## src/brcl_pkg.sv

```systemverilog
// ----------------------------------------------------------------------------
// brcl_pkg: shared types and constants for the byte ring with commit lock
// Operation codes, sequencer states and the structs passed between modules.
// ----------------------------------------------------------------------------
package brcl_pkg;

    localparam int DEPTH_DEFAULT = 256;
    localparam int SIZE_RESET    = 256;

    typedef enum logic [3:0] {
        OP_WRITE   = 4'd0,
        OP_READ    = 4'd1,
        OP_PEEK    = 4'd2,
        OP_DELETE  = 4'd3,
        OP_UPDATE  = 4'd4,
        OP_LOCK    = 4'd5,
        OP_UNLOCK  = 4'd6,
        OP_DISCARD = 4'd7,
        OP_CLEAR   = 4'd8
    } op_t;

    typedef enum logic [1:0] {
        ST_IDLE,
        ST_EXEC,
        ST_DONE
    } state_t;

    typedef struct packed {
        logic [3:0] op;
        logic [7:0] data_in;
        logic [7:0] offset;
        logic [8:0] drop_count;
    } item_t;

    typedef struct packed {
        logic we;
        logic re;
    } mem_ctl_t;

    typedef struct packed {
        logic       ok;
        logic       rd_sel;
        logic [7:0] written_count;
        logic [7:0] readable_count;
        logic       locked;
        logic       empty;
    } meta_t;

endpackage

```

## src/brcl_ram.sv

```systemverilog
// ----------------------------------------------------------------------------
// brcl_ram: byte store
// Single-port synchronous RAM, one write or one read per cycle, registered read.
// ----------------------------------------------------------------------------
module brcl_ram
    import brcl_pkg::*;
#(
    parameter int DEPTH = DEPTH_DEFAULT
)
(
    input  logic                     clk,
    input  mem_ctl_t                 ctl,
    input  logic [$clog2(DEPTH)-1:0] addr,
    input  logic [7:0]               wdata,
    output logic [7:0]               rdata
);

    logic [7:0] mem [DEPTH];
    logic [7:0] rdata_reg;

    always_ff @(posedge clk)
    begin
        if (ctl.we)
        begin
            mem[addr] <= wdata;
        end
        if (ctl.re)
        begin
            rdata_reg <= mem[addr];
        end
    end

    assign rdata = rdata_reg;

endmodule

```

## src/brcl_ptr.sv

```systemverilog
// ----------------------------------------------------------------------------
// brcl_ptr: ring pointers and operation decode
// Holds read, write and lock positions and the ring size; works out the
// memory access and the next positions for one operation.
// ----------------------------------------------------------------------------
module brcl_ptr
    import brcl_pkg::*;
#(
    parameter int DEPTH = DEPTH_DEFAULT
)
(
    input  logic                     clk,
    input  logic                     rst_n,
    input  logic                     cfg_wr_en,
    input  logic [8:0]               cfg_size,
    input  logic                     exec,
    input  item_t                    item,
    output mem_ctl_t                 mem_ctl,
    output logic [$clog2(DEPTH)-1:0] mem_addr,
    output logic [7:0]               mem_wdata,
    output meta_t                    meta
);

    localparam int PW        = $clog2(DEPTH);
    localparam int SW        = $clog2(DEPTH + 1);
    localparam int CW        = (SW > 9) ? SW : 9;
    localparam int AW        = CW + 1;
    localparam int SIZE_INIT = (SIZE_RESET > DEPTH) ? DEPTH : SIZE_RESET;

    logic [PW-1:0] rp_reg, rp_next;
    logic [PW-1:0] wp_reg, wp_next;
    logic [PW-1:0] lp_reg, lp_next;
    logic          la_reg, la_next;
    logic [SW-1:0] size_reg;
    logic [AW-1:0] size_ext;
    logic [AW-1:0] cfg_clamped;

    function automatic logic [PW-1:0] ring_add(logic [PW-1:0] base, logic [AW-1:0] off,
                                               logic [AW-1:0] sz);
        logic [AW-1:0] s;
        s = AW'(base) + off;
        if (s >= sz)
        begin
            s = s - sz;
        end
        return s[PW-1:0];
    endfunction

    function automatic logic [AW-1:0] ring_dist(logic [PW-1:0] from, logic [PW-1:0] to,
                                                logic [AW-1:0] sz);
        if (to >= from)
        begin
            return AW'(to) - AW'(from);
        end
        return AW'(to) + sz - AW'(from);
    endfunction

    assign size_ext = AW'(size_reg);

    always_comb
    begin
        cfg_clamped = AW'(cfg_size);
        if (cfg_clamped < AW'(2))
        begin
            cfg_clamped = AW'(2);
        end
        if (cfg_clamped > AW'(DEPTH))
        begin
            cfg_clamped = AW'(DEPTH);
        end
    end

    always_comb
    begin
        logic          empty;
        logic [AW-1:0] held;
        logic [AW-1:0] rdbl;
        logic [PW-1:0] limit;
        logic [PW-1:0] lim_n;
        logic [AW-1:0] held_n;
        logic [AW-1:0] rdbl_n;

        empty     = (rp_reg == wp_reg);
        held      = ring_dist(rp_reg, wp_reg, size_ext);
        limit     = la_reg ? lp_reg : wp_reg;
        rdbl      = ring_dist(rp_reg, limit, size_ext);
        rp_next   = rp_reg;
        wp_next   = wp_reg;
        lp_next   = lp_reg;
        la_next   = la_reg;
        mem_ctl   = '0;
        mem_addr  = rp_reg;
        mem_wdata = item.data_in;
        meta      = '0;

        unique case (item.op)
            OP_WRITE:
            begin
                mem_ctl.we = 1'b1;
                mem_addr   = wp_reg;
                wp_next    = ring_add(wp_reg, AW'(1), size_ext);
                if (wp_next == rp_reg)
                begin
                    rp_next = ring_add(rp_reg, AW'(1), size_ext);
                    if (la_reg && lp_reg == rp_next)
                    begin
                        lp_next = ring_add(lp_reg, AW'(1), size_ext);
                    end
                end
                meta.ok = 1'b1;
            end
            OP_READ:
            begin
                if (!empty && rdbl != '0)
                begin
                    mem_ctl.re  = 1'b1;
                    rp_next     = ring_add(rp_reg, AW'(1), size_ext);
                    meta.ok     = 1'b1;
                    meta.rd_sel = 1'b1;
                end
            end
            OP_PEEK:
            begin
                if (!empty && AW'(item.offset) < held)
                begin
                    mem_ctl.re  = 1'b1;
                    mem_addr    = ring_add(rp_reg, AW'(item.offset), size_ext);
                    meta.ok     = 1'b1;
                    meta.rd_sel = 1'b1;
                end
            end
            OP_DELETE:
            begin
                if (!empty && AW'(item.drop_count) <= rdbl)
                begin
                    rp_next = ring_add(rp_reg, AW'(item.drop_count), size_ext);
                    meta.ok = 1'b1;
                end
            end
            OP_UPDATE:
            begin
                if (!empty && AW'(item.offset) < rdbl)
                begin
                    mem_ctl.we = 1'b1;
                    mem_addr   = ring_add(rp_reg, AW'(item.offset), size_ext);
                    meta.ok    = 1'b1;
                end
            end
            OP_LOCK:
            begin
                lp_next = wp_reg;
                la_next = 1'b1;
                meta.ok = 1'b1;
            end
            OP_UNLOCK:
            begin
                la_next = 1'b0;
                meta.ok = 1'b1;
            end
            OP_DISCARD:
            begin
                if (la_reg)
                begin
                    wp_next = lp_reg;
                end
                la_next = 1'b0;
                meta.ok = 1'b1;
            end
            OP_CLEAR:
            begin
                rp_next = '0;
                wp_next = '0;
                lp_next = '0;
                la_next = 1'b0;
                meta.ok = 1'b1;
            end
            default:
            begin
            end
        endcase

        // RAM is only touched in the execute cycle
        if (!exec)
        begin
            mem_ctl = '0;
        end

        lim_n               = la_next ? lp_next : wp_next;
        held_n              = ring_dist(rp_next, wp_next, size_ext);
        rdbl_n              = ring_dist(rp_next, lim_n, size_ext);
        meta.written_count  = held_n[7:0];
        meta.readable_count = rdbl_n[7:0];
        meta.locked         = la_next;
        meta.empty          = (rp_next == wp_next);
    end

    always_ff @(posedge clk or negedge rst_n)
    begin
        if (!rst_n)
        begin
            rp_reg   <= '0;
            wp_reg   <= '0;
            lp_reg   <= '0;
            la_reg   <= 1'b0;
            size_reg <= SW'(SIZE_INIT);
        end
        else if (cfg_wr_en)
        begin
            rp_reg   <= '0;
            wp_reg   <= '0;
            lp_reg   <= '0;
            la_reg   <= 1'b0;
            size_reg <= cfg_clamped[SW-1:0];
        end
        else if (exec)
        begin
            rp_reg <= rp_next;
            wp_reg <= wp_next;
            lp_reg <= lp_next;
            la_reg <= la_next;
        end
    end

endmodule

```

## src/byte_ring_with_commit_lock_unit.sv

```systemverilog
// ----------------------------------------------------------------------------
// byte_ring_with_commit_lock_unit: overwriting byte ring with commit lock
// Byte ring of size_in_use slots with lock, commit and rollback operations.
// ----------------------------------------------------------------------------
// Usage:
//   Input channel (in_valid / in_stall) carries one operation per beat: op,
//   data_in, offset, drop_count. Output channel (out_valid / out_stall)
//   returns one result beat per operation: ok, data_out, written_count,
//   readable_count, is_locked, is_empty.
//   cfg_wr_en with size_in_use sets the ring size and empties the ring;
//   write it only while no operation is outstanding.
//   An accepted operation is registered, executed on the pointers and RAM,
//   and its result then moves into the output register. The single RAM port
//   is used in the execute cycle and its registered read data in the next one.
//   Only one operation is in flight; the next is taken in the cycle its
//   predecessor's result moves into the output register.
//   Receiver stall: the result beat is held, and once the pending result is
//   also blocked the input is stalled.
//   Reset: ring empty, unlocked, size 256 (capped at DEPTH). RAM contents are
//   not cleared; no clearing pass is needed.
// ----------------------------------------------------------------------------
module byte_ring_with_commit_lock_unit
    import brcl_pkg::*;
#(
    parameter int DEPTH = DEPTH_DEFAULT
)
(
    input  logic       clk,
    input  logic       rst_n,
    input  logic       cfg_wr_en,
    input  logic [8:0] size_in_use,
    input  logic       in_valid,
    output logic       in_stall,
    input  logic [3:0] op,
    input  logic [7:0] data_in,
    input  logic [7:0] offset,
    input  logic [8:0] drop_count,
    output logic       out_valid,
    input  logic       out_stall,
    output logic       ok,
    output logic [7:0] data_out,
    output logic [7:0] written_count,
    output logic [7:0] readable_count,
    output logic       is_locked,
    output logic       is_empty
);

    localparam int PW = $clog2(DEPTH);

    state_t        state_reg, state_next;
    item_t         item_reg;
    meta_t         pend_reg;
    meta_t         meta;
    mem_ctl_t      mem_ctl;
    logic [PW-1:0] mem_addr;
    logic [7:0]    mem_wdata;
    logic [7:0]    mem_rdata;
    logic          accept;
    logic          load_out;
    logic          out_free;
    logic          exec;
    logic          out_valid_reg;
    meta_t         out_meta_reg;
    logic [7:0]    out_data_reg;

    brcl_ptr #(
        .DEPTH (DEPTH)
    ) u_ptr (
        .clk       (clk),
        .rst_n     (rst_n),
        .cfg_wr_en (cfg_wr_en),
        .cfg_size  (size_in_use),
        .exec      (exec),
        .item      (item_reg),
        .mem_ctl   (mem_ctl),
        .mem_addr  (mem_addr),
        .mem_wdata (mem_wdata),
        .meta      (meta)
    );

    brcl_ram #(
        .DEPTH (DEPTH)
    ) u_ram (
        .clk   (clk),
        .ctl   (mem_ctl),
        .addr  (mem_addr),
        .wdata (mem_wdata),
        .rdata (mem_rdata)
    );

    assign out_free = !out_valid_reg || !out_stall;

    always_comb
    begin
        state_next = state_reg;
        unique case (state_reg)
            ST_IDLE:
            begin
                if (accept)
                begin
                    state_next = ST_EXEC;
                end
            end
            ST_EXEC:
            begin
                state_next = ST_DONE;
            end
            ST_DONE:
            begin
                if (out_free)
                begin
                    state_next = accept ? ST_EXEC : ST_IDLE;
                end
            end
            default:
            begin
                state_next = ST_IDLE;
            end
        endcase
    end

    always_comb
    begin
        in_stall = 1'b1;
        exec     = 1'b0;
        load_out = 1'b0;
        unique case (state_reg)
            ST_IDLE:
            begin
                in_stall = 1'b0;
            end
            ST_EXEC:
            begin
                exec = 1'b1;
            end
            ST_DONE:
            begin
                in_stall = !out_free;
                load_out = out_free;
            end
            default:
            begin
            end
        endcase
        accept = in_valid && !in_stall;
    end

    always_ff @(posedge clk or negedge rst_n)
    begin
        if (!rst_n)
        begin
            state_reg     <= ST_IDLE;
            out_valid_reg <= 1'b0;
        end
        else
        begin
            state_reg <= state_next;
            if (load_out)
            begin
                out_valid_reg <= 1'b1;
            end
            else if (!out_stall)
            begin
                out_valid_reg <= 1'b0;
            end
        end
    end

    always_ff @(posedge clk)
    begin
        if (accept)
        begin
            item_reg <= '{op: op, data_in: data_in, offset: offset, drop_count: drop_count};
        end
        if (exec)
        begin
            pend_reg <= meta;
        end
        if (load_out)
        begin
            out_meta_reg <= pend_reg;
            out_data_reg <= pend_reg.rd_sel ? mem_rdata : 8'd0;
        end
    end

    assign out_valid      = out_valid_reg;
    assign ok             = out_meta_reg.ok;
    assign data_out       = out_data_reg;
    assign written_count  = out_meta_reg.written_count;
    assign readable_count = out_meta_reg.readable_count;
    assign is_locked      = out_meta_reg.locked;
    assign is_empty       = out_meta_reg.empty;

endmodule

```

## config.mk

```make
export PLATFORM = sky130hd
export DESIGN_NAME = byte_ring_with_commit_lock_unit
export DESIGN_NICKNAME = d
export VERILOG_FILES = /design/src/brcl_pkg.sv /design/src/brcl_ram.sv /design/src/brcl_ptr.sv /design/src/byte_ring_with_commit_lock_unit.sv
export SDC_FILE = /design/constraint.sdc
export NUM_CORES = 2
export LEC_CHECK = 0
export ABC_AREA = 0
export BUFFER_PORTS_ARGS = -buffer_cell sky130_fd_sc_hd__buf_2
export CORE_ASPECT_RATIO = 1.25
export CORE_UTILIZATION = 55
export DETAILED_ROUTE_END_ITERATION = 12
export PLACE_DENSITY = 0.69
export REMOVE_ABC_BUFFERS = 1
export SYNTH_ARGS = -nofsm -noshare
export SYNTH_HDL_FRONTEND = slang
export SYNTH_SLANG_ARGS = --single-unit
```

## constraint.sdc

```tcl
create_clock -name clk -period 12.6 [get_ports clk]
set_input_delay 2.52 -clock clk [delete_from_list [all_inputs] [get_ports clk]]
set_output_delay 2.52 -clock clk [all_outputs]
set_load 0.05 [all_outputs]
```

Word-level counts from Yosys, hierarchy flattened
Memory sizes are Yosys's and may differ from the RTL's. A register that Yosys moved wholly into a read port is not among the register bits.
Index checks and enable logic that the tools add are counted.
- memories kept: 1
- bits in writable memories: 2048
- logic and storage cells: 162
- bits in registers: 113
- output and inout bits: 29
- memories (memory ; depth ; width ; rd ports ; clocked after Yosys merged registers in ; wr ports ; RTL line ; RTL):
    u_ram.mem ; 256 ; 8 ; 1 ; 1 ; 1 ; brcl_ram.sv:18 ; logic [7:0] mem [DEPTH];
- multiplexer cells: 66
- reductions and logical operators: 19
- add/subtract/negate cells: 22
- order comparisons: 14
- equal/unequal tests: 17
- operators with widths (kind ; number):
    2-to-1 mux 8 bit ; 27
    one-hot mux 8 bit (3 select lines) ; 3
    subtractor 8 bit ; 9
    2-to-1 mux 10 bit ; 4
    greater-or-equal comparator 9 bit ; 4
    == test 8 bit ; 4
    greater-or-equal comparator 8 bit ; 4
    one-hot mux 8 bit (4 select lines) ; 1
    adder 8 x 9 -> 10 bit ; 3
    adder 8 x 1 -> 9 bit (second input constant) ; 3
    < comparator 8 x 10 -> 1 bit ; 2
    subtractor 10 x 8 -> 10 bit ; 2
    2-to-1 mux 9 bit ; 2
    subtractor 8 x 8 -> 9 bit ; 2
    2-to-1 mux 1 bit ; 17
    adder 8 bit ; 2
    == test 4 x 3 -> 1 bit (second input constant) ; 4
    greater-or-equal comparator 10 x 9 -> 1 bit ; 1
    <= comparator 9 x 10 -> 1 bit ; 1
    2-to-1 mux 2 bit ; 5
    one-hot mux 1 bit (2 select lines) ; 5
    nonzero test 10 bit ; 1
    adder 8 x 8 -> 9 bit ; 1
    > comparator 9 bit (second input constant) ; 1
    19 further kinds ; 30

Depth between registers and ports, before layout
- word-level depth: 16
- mapped depth: 39

Modules after synthesis
Synthesis repeated with hierarchy kept, for this count alone.
- cell total of the unflattened synthesis: 5040
- area total of the unflattened synthesis: 91680.4 um^2
- modules (own cells, without submodules) (module ; cells each ; seq. area each (um^2) ; instances ; area each (um^2)):
    brcl_ram ; 3547 ; 61739.2 ; 1 ; 78572.9
    brcl_ptr ; 1396 ; 852.1 ; 1 ; 10628.9
    byte_ring_with_commit_lock_unit ; 97 ; 2357.3 ; 1 ; 2478.6

Worst setup path before layout
OpenSTA, ideal clock, no wires.
- path type: reg-to-reg
- start: register u_ptr.la_reg
- end: register pend_reg[17] in the netlist's numbering (data pin)
- library setup time: 269 ps
- path slack: 4847 ps
- stages on the path, launching flop included: 37
- period minus slack after synthesis: 7753 ps
- arrival time: 7484 ps
- path through: dfrtp_1 -> clkbuf_1 -> clkbuf_1 -> o21ai_0 -> ha_1 -> a21o_1 -> a221o_1 -> a21oi_1 -> clkbuf_1 -> nor2_1 -> a31oi_1 -> ha_1 -> o21a_1 -> o21a_1 -> o21a_1 -> o21a_1 -> o21a_1 -> o21ai_0 -> nand2_1 -> a31oi_1 -> clkbuf_1 -> a21oi_1 -> a222oi_1 -> inv_1 -> fa_1 -> inv_1 -> ha_1 -> a21o_1 -> a21oi_1 -> o21bai_1 -> a21oi_1 -> o21bai_1 -> a21oi_1 -> xnor2_1 -> xnor2_1 -> xnor2_1 -> a21oi_1
- RTL lines (item ; RTL line ; RTL):
    start, declared ; brcl_ptr.sv:33 ; logic la_reg, la_next;
    start signal, assigned ; brcl_ptr.sv:220 ; la_reg <= la_next;
    end signal, assigned ; byte_ring_with_commit_lock_unit.sv:177 ; pend_reg <= meta;
    end, declared ; byte_ring_with_commit_lock_unit.sv:52 ; meta_t pend_reg;

Worst setup path after layout
- start: register u_ptr.wp_reg[2]
- end: register u_ram.rdata_reg[7], in the netlist u_ram.rdata[7] (read register of u_ram.mem) (data pin)
- word-level cells in the longest chain between the ends: 9
- elaborated cells between the ends (all ways): 30
- those cells by class: add/sub (6); order compare (4); eq/ne (1); mux (14); reduce/logical (5)
- ends and longest elaborated chain (item ; RTL line ; RTL):
    start, declared ; brcl_ptr.sv:31 ; logic [PW-1:0] wp_reg, wp_next;
    start signal, assigned ; brcl_ptr.sv:218 ; wp_reg <= wp_next;
    parallel branches: the longest is 9 deep, another holds adder 8 x 9 -> 10 bit ; -- ;
    end, declared ; brcl_ram.sv:19 ; logic [7:0] rdata_reg;
Several ways; the timed one is not identified. The select of a mux whose other input is x is not followed.
A chain may end at the register's enable or synchronous reset.

==> impl_results.md <==
- Top_reg_cell synth: edfxtp_1
- Flip-flop count of the largest register after layout: 2048
- Flop pwr share: a little under half
- Vias: between 60000 and 70000
- Setup crit end kind: flip-flop
- DRC viols: 0
- Post-cts resize count: 0
- H-tree Lvls: 4
- FMAX: slightly below 100 MHz
- Post-CTS Setup Bufs: 0
- CP max-delay cell: o31ai_1
- PD cells: approximately 170 nW/um2
- Worst endpoint required time: between 10000 and 15000 ps
- Logic pwr share: between 20% and 30%
- Pint: 0.0125 W
- CTS Hold Buffers Added: 0
- RSZ-0062 raised after global routing: false
- Dpl ws: 2550 ps
- Clock slew at the register clock pins of the worst setup and hold paths: around 70 ps
- Hpwl dp: around 180 mm
- Initial antenna violation count: 17
- Total core area: about 170000 um2
- Sequential cell area: about 65000 um2
- Post-Syn Area: 94700 um2
- Least-Margin Pin Slew: ~1500 ps
- Row cnt: 169
- NetSw: between 0.005 and 0.006 W
- Worst ir drop on vdd: about 0.16 mV
- Synth Instances: approximately 7300
- WL per Instance: between 20 and 30 um
- Full die area: 174000 um2
- Status: finished, violations left
- Overflow after GRT: 0
- Synthesis-stage register bit count: approximately 2200
- Drt initial violations: approximately 8300
- Clock buffer depth: 3
- Most common cell after layout, fill and taps aside: edfxtp_1
- Relative slew slack: less than 1%
- Pleak: 35.2 nW
- Total Routing Usage GR: 32.3%
- Clock Power Share: 33.4%
- Worst-path maximum fanout: 116
- Async S/R FF share, synth: under 10%
- Buf/Inv on CP: 3
- Initial Util: between 50% and 60%
- Final Cycle Share: about four fifths
- Die H: 466 um
- Clock Sinks: 2169
- Vias in the first global route: approximately 61000
- Clk root buf: clkbuf_16
- Area growth from synthesis to layout: 9.46%
- Chip width: 373 um
- Layout cell share with drive strength beyond 1: roughly 7.7%
- WP data arrival: around 11000 ps
- IO Pins: 72
- DRT antenna net count: 0
- Net Sw Frac: approximately 30%
- Number of CTS-inserted buffers: 200
- Post-route setup slack: 2300 ps
- Mean Syn Cell Area: 13.0 um2
- Gpl congestion: around 0.98
- Crit-path max cell delay: about 1300 ps
- Final net count: approximately 7500
- Power, Total: between 0.015 and 0.02 W
- Final worst path period need: ~10000 ps
- Yosys cell types: between 90 and 100
- Final Slew Violations: 0
- Violated checks: max-capacitance violations
- CTS tree: built
- Largest net degree at the start of global routing: between 200 and 250
- Fill count: approximately 13000
- Via density: 6.58
- First-pass GRT wire length: between 400 and 500 mm
- Final core occ: between 60% and 70%
- Drt total wl: 283 mm
- Clk_lat worst skew: 890 ps
- Post-synth EDFFs: around 2100
- Sequential-to-total area share from yosys stat: between 60 and 70%
- Port Buffers: between 70 and 80
- Worst Skew: 47.8 ps
- Multi-input gate area: ~27000 um2
- Commonest cells after routing, fill and taps aside: edfxtp_1, nand2_1, a21oi_1, nand3_1, nor2_1
- Synth Warn #: 0
- Worst hold path class: reg2reg
- Detailed Routing Iterations Pass 1: 8
- Finish-stage setup viols: 0
- Crit-path leading delay family: compound AO/OA/AOI/OAI gates
- Crit Path Class: reg2reg
- Fin. Hold Viols: 0
- Startpoint Class: flip-flop
- Max cap viols: 1
-- through the flow --
stage	instances	instance area, um2	setup TNS, ps	hold WS [ps]
after floorplan	6817	92700	-7708750	400
after global placement	9251	97300	0	402
after detailed placement	9252	97300	0	405
after CTS	9616	104000	0	419
after global routing	9618	104000	0	430
final	9623	104000	0	418
-- cell usage after synthesis, types with 17 or more instances --
cell       instances  area, um2
ha_1             154       1930
a31oi_1          118        738
nand2_1         1211       4550
o21ai_0          163        816
o21bai_1          26        195
o22ai_1           78        488
a211oi_1         163       1220
o21a_1            32        240
buf_1             35        131
buf_2            196        981
a2111oi_0         59        517
and3_1           109        682
xnor2_1           75        657
buf_4             21        158
nand3_1          420       2100
nor2b_1           18        113
a32oi_1           58        508
inv_1            151        567
nor3_1            52        260
clkbuf_1         192        721
xor2_1            26        228
fa_1              41        821
dfrtp_1           36        901
nor2_1           404       1520
nand4_1           46        288
nand2b_1          20        125
mux2_2            17        191
a21o_1            42        315
edfxtp_1        2132      64000
a22oi_1           79        593
a21oi_1          431       2160
nor4_1            35        219
mux2i_1          289       2890
o2111ai_1         39        342
o211ai_1          29        218
and2_1            17        106
-- path summary, 6_finish.rpt --
path                                       from           endpoint  slack [ps]  depth (start not counted)
worst max-delay path            u_ptr.wp_reg[2]     u_ram.rdata[7]        2300                         28
worst min-delay path                pend_reg[6]  readable_count[4]         420                          0
worst max register to register  u_ptr.wp_reg[2]     u_ram.rdata[7]        2300                         28
worst min register to register      pend_reg[6]  readable_count[4]         420                          0
max in group asynchronous                 rst_n    u_ptr.rp_reg[5]       10170                          1
min in group asynchronous                 rst_n    u_ptr.lp_reg[6]        1800                          1
-- cell type report --
| type | count | share of cell area (%) |
|---|---|---|
| diodes | 7 | 0.0169 |
| well taps | 2223 | 2.68 |
| flip-flops and latches | 2169 | 62.6 |
| clock buffers | 243 | 5.04 |
| multi-input cells | 4495 | 26.4 |
| inverters | 153 | 0.554 |
| repair buffers | 212 | 1.59 |
| clock inverters | 121 | 1.10 |
-- cells by family after synthesis --
group                    count (synthesis)  share of synthesized area [%]
AND/OR/NAND/NOR                       2387                           11.0
flip-flops                            2169                           68.6
AO/OA/AOI/OAI                         1496                           10.5
buffers and inverters                  600                           2.74
multiplexers                           316                           3.37
adder cells (fa/ha/maj)                195                           2.90
XOR/XNOR                               101                          0.934
-- worst register-to-register path, delay by kind of cell (launching register included) --
family,cells,cell delay (ps)
buffers and inverters,3,740
adder cells (fa/ha/maj),3,1030
AND/OR/NAND/NOR,6,2310
AO/OA/AOI/OAI,16,5260
flip-flops,1,650
-- power by group through the flow --
stage | Clock, W | Sequential, W | Combinational (W)
finish | 0.00597 | 0.00809 | 0.00381
CTS | 0.00600 | 0.00808 | 0.00373
detailed placement | 0 | 0.00824 | 0.00371
global route | 0.00628 | 0.00809 | 0.00405
floorplan | 0 | 0.00833 | 0.00267
global placement | 0 | 0.00824 | 0.00366
-- layer usage --
metal	vias to the layer above	wire [um]	GRT usage, %
li1	27428	-	-
met1	31413	103000	40.6
met2	3697	136000	52.5
met3	816	26200	5.90
met4	12	18300	19.0
met5	-	81	0
Power figures use the tool's default switching activity.
